==> src/hw/rtl/assert_macros.svh <==
// Assertion macros shared by the RTL files.
`ifndef ASSERT_MACROS_SVH
`define ASSERT_MACROS_SVH

// Same-cycle implication, sampled on clock, off while reset is high.
`define PITB_ASSERT_NOW(label, ante, cons, msg) \
   label: assert property (@(posedge clock) disable iff (reset) (ante) |-> (cons)) \
      else $error(msg);

// Next-cycle implication, sampled on clock, off while reset is high.
`define PITB_ASSERT_NEXT(label, ante, cons, msg) \
   label: assert property (@(posedge clock) disable iff (reset) (ante) |=> (cons)) \
      else $error(msg);

`endif

==> src/hw/rtl/pitb_pkg.sv <==
// Widths, stage numbering and helpers for the point-in-triangle pipeline.
package pitb_pkg;

   localparam int FIELD_WIDTH = 16;
   localparam int COORD_WIDTH = 16;
   localparam int EXT_WIDTH   = (COORD_WIDTH > FIELD_WIDTH) ? COORD_WIDTH : FIELD_WIDTH;

   // difference of two coordinates, component product, three-term dot product
   localparam int DIFF_WIDTH  = COORD_WIDTH + 1;
   localparam int PROD1_WIDTH = 2 * DIFF_WIDTH;
   localparam int DOT_WIDTH   = PROD1_WIDTH + 2;

   // split of a dot product for the wide multiply
   localparam int HALF_WIDTH  = DOT_WIDTH / 2;
   localparam int HI_WIDTH    = DOT_WIDTH - HALF_WIDTH;
   localparam int HH_WIDTH    = 2 * HI_WIDTH;
   localparam int HL_WIDTH    = HI_WIDTH + HALF_WIDTH + 1;
   localparam int LL_WIDTH    = 2 * HALF_WIDTH;
   localparam int PROD2_WIDTH = 2 * DOT_WIDTH;

   // numerators, denominator and the final sum check
   localparam int FLAG_WIDTH  = PROD2_WIDTH + 3;

   // pipeline stages
   localparam int STG_DIFF   = 0;
   localparam int STG_PROD   = 1;
   localparam int STG_DOT    = 2;
   localparam int STG_PART   = 3;
   localparam int STG_WIDE   = 4;
   localparam int STG_NUMER  = 5;
   localparam int STG_OUT    = 6;
   localparam int NUM_STAGES = 7;

   typedef struct packed {
      logic part;   // load partial products
      logic sum;    // load the combined product
   } mul_en_type;

   // keep the low COORD_WIDTH bits of a field, sign extended
   function automatic logic signed [COORD_WIDTH-1:0] sext_coord(
      input logic [FIELD_WIDTH-1:0] fld);
      logic signed [EXT_WIDTH-1:0] ext;
      ext = EXT_WIDTH'(signed'(fld));
      return ext[COORD_WIDTH-1:0];
   endfunction

endpackage

==> src/hw/rtl/pitb_wmul.sv <==
// Two-stage signed multiplier for dot-product operands, built from partial products.
module pitb_wmul
   import pitb_pkg::*;
(
   input  logic                          clock,
   input  mul_en_type                    en,
   input  logic signed [DOT_WIDTH-1:0]   op_a,
   input  logic signed [DOT_WIDTH-1:0]   op_b,
   output logic signed [PROD2_WIDTH-1:0] prod
);

   logic signed [HI_WIDTH-1:0]     a_hi, b_hi;
   logic signed [HALF_WIDTH:0]     a_lo_s, b_lo_s;
   logic [HALF_WIDTH-1:0]          a_lo, b_lo;

   logic signed [HH_WIDTH-1:0]     hh_in, hh_ff;
   logic signed [HL_WIDTH-1:0]     hl_in, hl_ff, lh_in, lh_ff;
   logic [LL_WIDTH-1:0]            ll_in, ll_ff;
   logic signed [PROD2_WIDTH-1:0]  prod_in, prod_ff;

   assign a_hi   = signed'(op_a[DOT_WIDTH-1:HALF_WIDTH]);
   assign b_hi   = signed'(op_b[DOT_WIDTH-1:HALF_WIDTH]);
   assign a_lo   = op_a[HALF_WIDTH-1:0];
   assign b_lo   = op_b[HALF_WIDTH-1:0];
   assign a_lo_s = signed'({1'b0, a_lo});
   assign b_lo_s = signed'({1'b0, b_lo});

   always_comb begin
      hh_in = HH_WIDTH'(a_hi) * HH_WIDTH'(b_hi);
      hl_in = HL_WIDTH'(a_hi) * HL_WIDTH'(b_lo_s);
      lh_in = HL_WIDTH'(a_lo_s) * HL_WIDTH'(b_hi);
      ll_in = LL_WIDTH'(a_lo) * LL_WIDTH'(b_lo);
   end

   // exact: the full product always fits PROD2_WIDTH
   always_comb begin
      prod_in = (PROD2_WIDTH'(hh_ff) <<< (2 * HALF_WIDTH))
              + ((PROD2_WIDTH'(hl_ff) + PROD2_WIDTH'(lh_ff)) <<< HALF_WIDTH)
              + signed'(PROD2_WIDTH'(ll_ff));
   end

   always_ff @(posedge clock) begin
      if (en.part) begin
         hh_ff <= hh_in;
         hl_ff <= hl_in;
         lh_ff <= lh_in;
         ll_ff <= ll_in;
      end
      if (en.sum) begin
         prod_ff <= prod_in;
      end
   end

   assign prod = prod_ff;

endmodule

==> config.mk <==
export PLATFORM = sky130hd
export DESIGN_NAME = pitb_wmul
export DESIGN_NICKNAME = d
export VERILOG_FILES = /design/src/hw/rtl/assert_macros.svh /design/src/hw/rtl/pitb_pkg.sv /design/src/hw/rtl/pitb_wmul.sv
export SDC_FILE = /design/constraint.sdc
export NUM_CORES = 2
export LEC_CHECK = 0
export BUFFER_PORTS_ARGS = -buffer_cell sky130_fd_sc_hd__clkbuf_2
export CORE_ASPECT_RATIO = 0.7
export CORE_UTILIZATION = 60
export CTS_BUF_LIST = sky130_fd_sc_hd__clkbuf_4
export DETAILED_ROUTE_END_ITERATION = 12
export PLACE_DENSITY = 0.77
export SLEW_MARGIN = 0
export SYNTH_ARGS = -nofsm -noshare
export SYNTH_HDL_FRONTEND = slang
export SYNTH_SLANG_ARGS = --single-unit
==> constraint.sdc <==
create_clock -name clock -period 9.5 [get_ports clock]
set_clock_uncertainty 0.15 [all_clocks]
set_input_delay 0.95 -clock clock [delete_from_list [all_inputs] [get_ports clock]]
set_output_delay 0.95 -clock clock [all_outputs]
set_load 0.02 [all_outputs]
* Word-level counts from Yosys, hierarchy flattened
Index checks and enable logic that the tools add are counted.
** Word-level totals
- Bits in registers :: 218
- Bits in latches :: 0
- Memory bits (writable) :: 0
- Bits in read-only memories :: 0
- Output and inout bits :: 72
- Memories kept :: 0
** Operators by class
- Add/sub/neg operators :: 3
- Multipliers :: 4
- Divide/modulo/power cells :: 0
- Order comparisons :: 0
- Eq/ne operators :: 0
- Shift operators :: 0
- Muxes and demuxes :: 0
- Bitwise operators :: 0
- Reductions and logical operators :: 0
** Operator list (number)
- 72-bit by 37-bit adder with 72-bit output :: 1
- 72-bit by 56-bit adder with 72-bit output :: 1
- 18-bit by 18-bit multiplier with 36-bit output :: 2
- 37-bit by 37-bit adder with 38-bit output :: 1
- 18-bit by 19-bit multiplier with 37-bit output :: 1
- 19-bit by 18-bit multiplier with 37-bit output :: 1

* Logic depth before layout (Yosys ltp)
- Word-level depth :: 3
- Mapped depth :: 27
- Depth with buffers taken out :: 25

* Worst setup path before layout
No wires, ideal clock.
- Kind :: input to register
- From :: input port op_b[10]
- To :: register hl_ff[36], data pin
- Arrival time :: 6.970 ns
- Slack :: 2.121 ns
- Cell stages on the path :: 26
- Path through :: clkbuf_1 clkbuf_1 and2_1 fa_1 inv_1 fa_1 inv_1 fa_1 inv_1 fa_1 inv_1 fa_1 inv_1 fa_1 inv_1 ha_1 and3_1 o211a_1 a211o_1 a31oi_1 o21ai_1 a31o_1 o41a_1 a31oi_1 o21ai_1 xnor2_1
** On the way
- Cells in the longest elaborated chain, start to end :: 1
** Ends and longest elaborated chain
- start, declared :: line pitb_wmul.sv:8 : input logic signed [DOT_WIDTH-1:0] op_b,
- 18-bit by 19-bit multiplier with 37-bit output :: line pitb_wmul.sv:30 : hl_in = HL_WIDTH'(a_hi) * HL_WIDTH'(b_lo_s);
- net hl_in[36] :: line pitb_wmul.sv:17 : logic signed [HL_WIDTH-1:0] hl_in, hl_ff, lh_in, lh_ff;
- end signal, assigned :: line pitb_wmul.sv:45 : hl_ff <= hl_in;
- end, declared :: line pitb_wmul.sv:17
The timed path passes the listed nets, and every way through them passes these cells.
A chain may end at the register's enable or synchronous reset.

* Worst setup path after layout
- From :: input port op_a[20]
- To :: register hl_ff[35], data pin
** On the way
- Cells in the longest elaborated chain, start to end :: 1
** Ends and longest elaborated chain
- start, declared :: line pitb_wmul.sv:7 : input logic signed [DOT_WIDTH-1:0] op_a,
- 18-bit by 19-bit multiplier with 37-bit output :: line pitb_wmul.sv:30
- net hl_in[35] :: line pitb_wmul.sv:17
The timed path passes the listed nets, and every way through them passes these cells.

==> metrics.yaml <==
worst_setup_path:
  critical_path.cell_chain: "clkbuf_2 > and2_1 > fa_1 > fa_1 > ha_1 > fa_1 > inv_1 > fa_1 > fa_1 > inv_1 > ha_1 > a21o_1 > or3_1 > o21ai_1 > o21ai_1 > o41ai_1 > o211ai_1 > a41oi_1 > o21bai_1 > xor2_1"
  cp-end-kind: "flop"
  crit_path_frequent_cell: "fa_1"
  regToRegSetupSlack_ns: 2.19
  startpoint_type: "primary input"
  path_class: "primary input to flop"
  cp_data_required_time_ns: 9.94
  crit_arrival_ns: 8.10
  critPathMaxStageDelay_ns: 1.06
  cp_slowest_cell: "o41ai_1"
  critPathMaxFanout: 36
placement:
  io_buffers: 146
  dp_hpwl_um: 116000
  gp_congestion: 0.957
die:
  die_w_um: 365
  rows: 92
  die_h_um: 256
  dieArea_um2: 93500
  initial_core_util_pct: 61.0
  core_um2: 90700
  ioPinCount: 147
clocking:
  cts_tree: "built"
  clock-sinks: 218
  cts_buffers: 68
  cts.repair.resized: 0
  post_cts_buffers: 0
  insertion_delay_ns: 0.85
  cts_root_buf: "clkbuf_4"
  ctsHoldBuffers: 0
  clk_pin_slew_worst_paths_ns: 0.06
  clockBufferDepth: 3
  htree_levels: 3
drt:
  drt.antenna.violating_nets: 0
  post_drt_wl_per_cell_um: 20.2
  vias_per_cell: 5.66
  drt_iter0_markers: 3447
  drc: 0
  wl_um: 145000
  vias: 40646
  dr.pass1.iters: 7
yosys:
  syn_area_per_cell_um2: 9.36
  ys_seq_area_share_pct: 11.8
  synth_cell_type_count: 72
  ys_ff_latch: 218
  netlist_area_um2: 55400
  synth_edf_count: 218
  syn_nets: 7649
  synth_ff_type: "edfxtp_1"
  syn_inst: 5916
  async_reset_ff_share_pct: 0
  synth_warnings: 0
sta:
  setup_viol: 0
  clock.fmax_mhz: 131
  relSlewSlack_pct: 13.3
  drv_slew: 0
  worstMarginPinSlew_ns: 1.28
  period_needed_ns: 7.66
  hold_viol: 0
  min_period_over_period_pct: 80.6
  rsz0062_at_grt: "false"
  tns_ns: 0
finish:
  fin_nets: 7648
  mostFrequentLayoutCells: "1334 x inv_1, 1099 x fa_1, 695 x nand2_1, 640 x and2_1, 559 x ha_1"
  fill_cells: 7444
  area_growth_pct: 4.56
  drive_gt1_share_pct: 5.52
  final_common_cell: "inv_1"
global_routing:
  grt_pass1_vias: 43034
  grt_remaining_overflow: 0
  grt_max_degree: 84
  grt_pass1_wl_um: 236000
  antenna_found_initial: 7
  grt_use_total_pct: 32.6
job:
  cap_viol_max_count: 0
run_status:
  status: "complete, no violations"
hold_path:
  hold_class: "flop to flop"
-- final cells by class --
class	instances	area [um^2]	share of cell area (%)
diodes	4	10.0	0.0173
clock buffers	91	683	1.18
repair buffers	204	1170	2.03
flip-flops and latches	218	6550	11.3
multi-input cells	4088	42800	73.9
inverters	1335	5010	8.66
well taps	1222	1530	2.64
clock inverters	22	160	0.277
-- flip-flops by register name, indices dropped and copies added (netlist names) --
| name | flops |
|---|---|
| lh_ff | 37 |
| hl_ff | 37 |
| ll_ff | 36 |
| prod | 72 |
| hh_ff | 36 |
-- kinds of logic after synthesis --
group                    after synthesis  synth area share [%]
AND/OR/NAND/NOR                     1686                  15.2
adder cells (fa/ha/maj)             1658                  52.4
buffers and inverters               1610                  10.9
AO/OA/AOI/OAI                        538                  6.41
flip-flops                           218                  11.8
XOR/XNOR                             206                  3.26
-- critical path, delay by kind of cell --
family	cells	cell delay, ns
xor gates and xnor gates	1	0.14
adders and majority gates	7	3.07
buffers and inverters	3	0.89
and+or+nand+nor	2	0.56
AOI/OAI and AO/OA	7	2.46
-- final timing paths --
check / startpoint / end / cells past startpoint
setup / recovery: op_a[20] / hl_ff[35]$_DFFE_PP_ / 20
hold reg to reg: ll_ff[13]$_DFFE_PP_ / prod[13]$_DFFE_PP_ / 0
setup reg to reg: hl_ff[0]$_DFFE_PP_ / prod[71]$_DFFE_PP_ / 22
hold / removal: ll_ff[13]$_DFFE_PP_ / prod[13]$_DFFE_PP_ / 0
-- synthesized netlist by cell type (all sizes together), types with 35 or more instances --
| cell | count | area [um^2] |
|---|---|---|
| edfxtp | 218 | 6550 |
| a21oi | 160 | 805 |
| nand3 | 35 | 175 |
| xor2 | 53 | 464 |
| fa | 1099 | 22000 |
| clkbuf | 269 | 1010 |
| inv | 1334 | 5010 |
| ha | 559 | 6990 |
| xnor2 | 153 | 1340 |
| and2 | 640 | 4000 |
| a21o | 86 | 646 |
| nand2b | 48 | 300 |
| o21ai | 99 | 495 |
| nand2 | 696 | 2620 |
| nor2 | 134 | 503 |
-- stage by stage --
stage / cells / utilization, % / hold WS, ns / cell area, um^2 / setup slack (ns)
after floorplan: 5916 / - / 0.250 / 55400 / 2.12
after global placement: 7067 / 62.9 / 0.252 / 57000 / 1.31
after detailed placement: 7067 / 62.9 / 0.255 / 57000 / 1.23
after CTS: 7180 / 63.8 / 0.258 / 57900 / 2.13
after global routing: 7183 / 63.8 / 0.264 / 57900 / 1.69
final: 7184 / 63.8 / 0.259 / 57900 / 1.84
-- routing by layer --
| layer | wire length [um] | GRT usage [%] | vias up |
|---|---|---|---|
| met2 | 60900 | 46.7 | 2124 |
| met5 | 135 | 0.774 | - |
| li1 | - | - | 17962 |
| met3 | 19100 | 10.2 | 270 |
| met4 | 4150 | 9.03 | 8 |
| met1 | 61100 | 47.5 | 20282 |
Power is not shown: default switching activity piles up to over one toggle a cycle in this logic, so the estimate is an artifact.
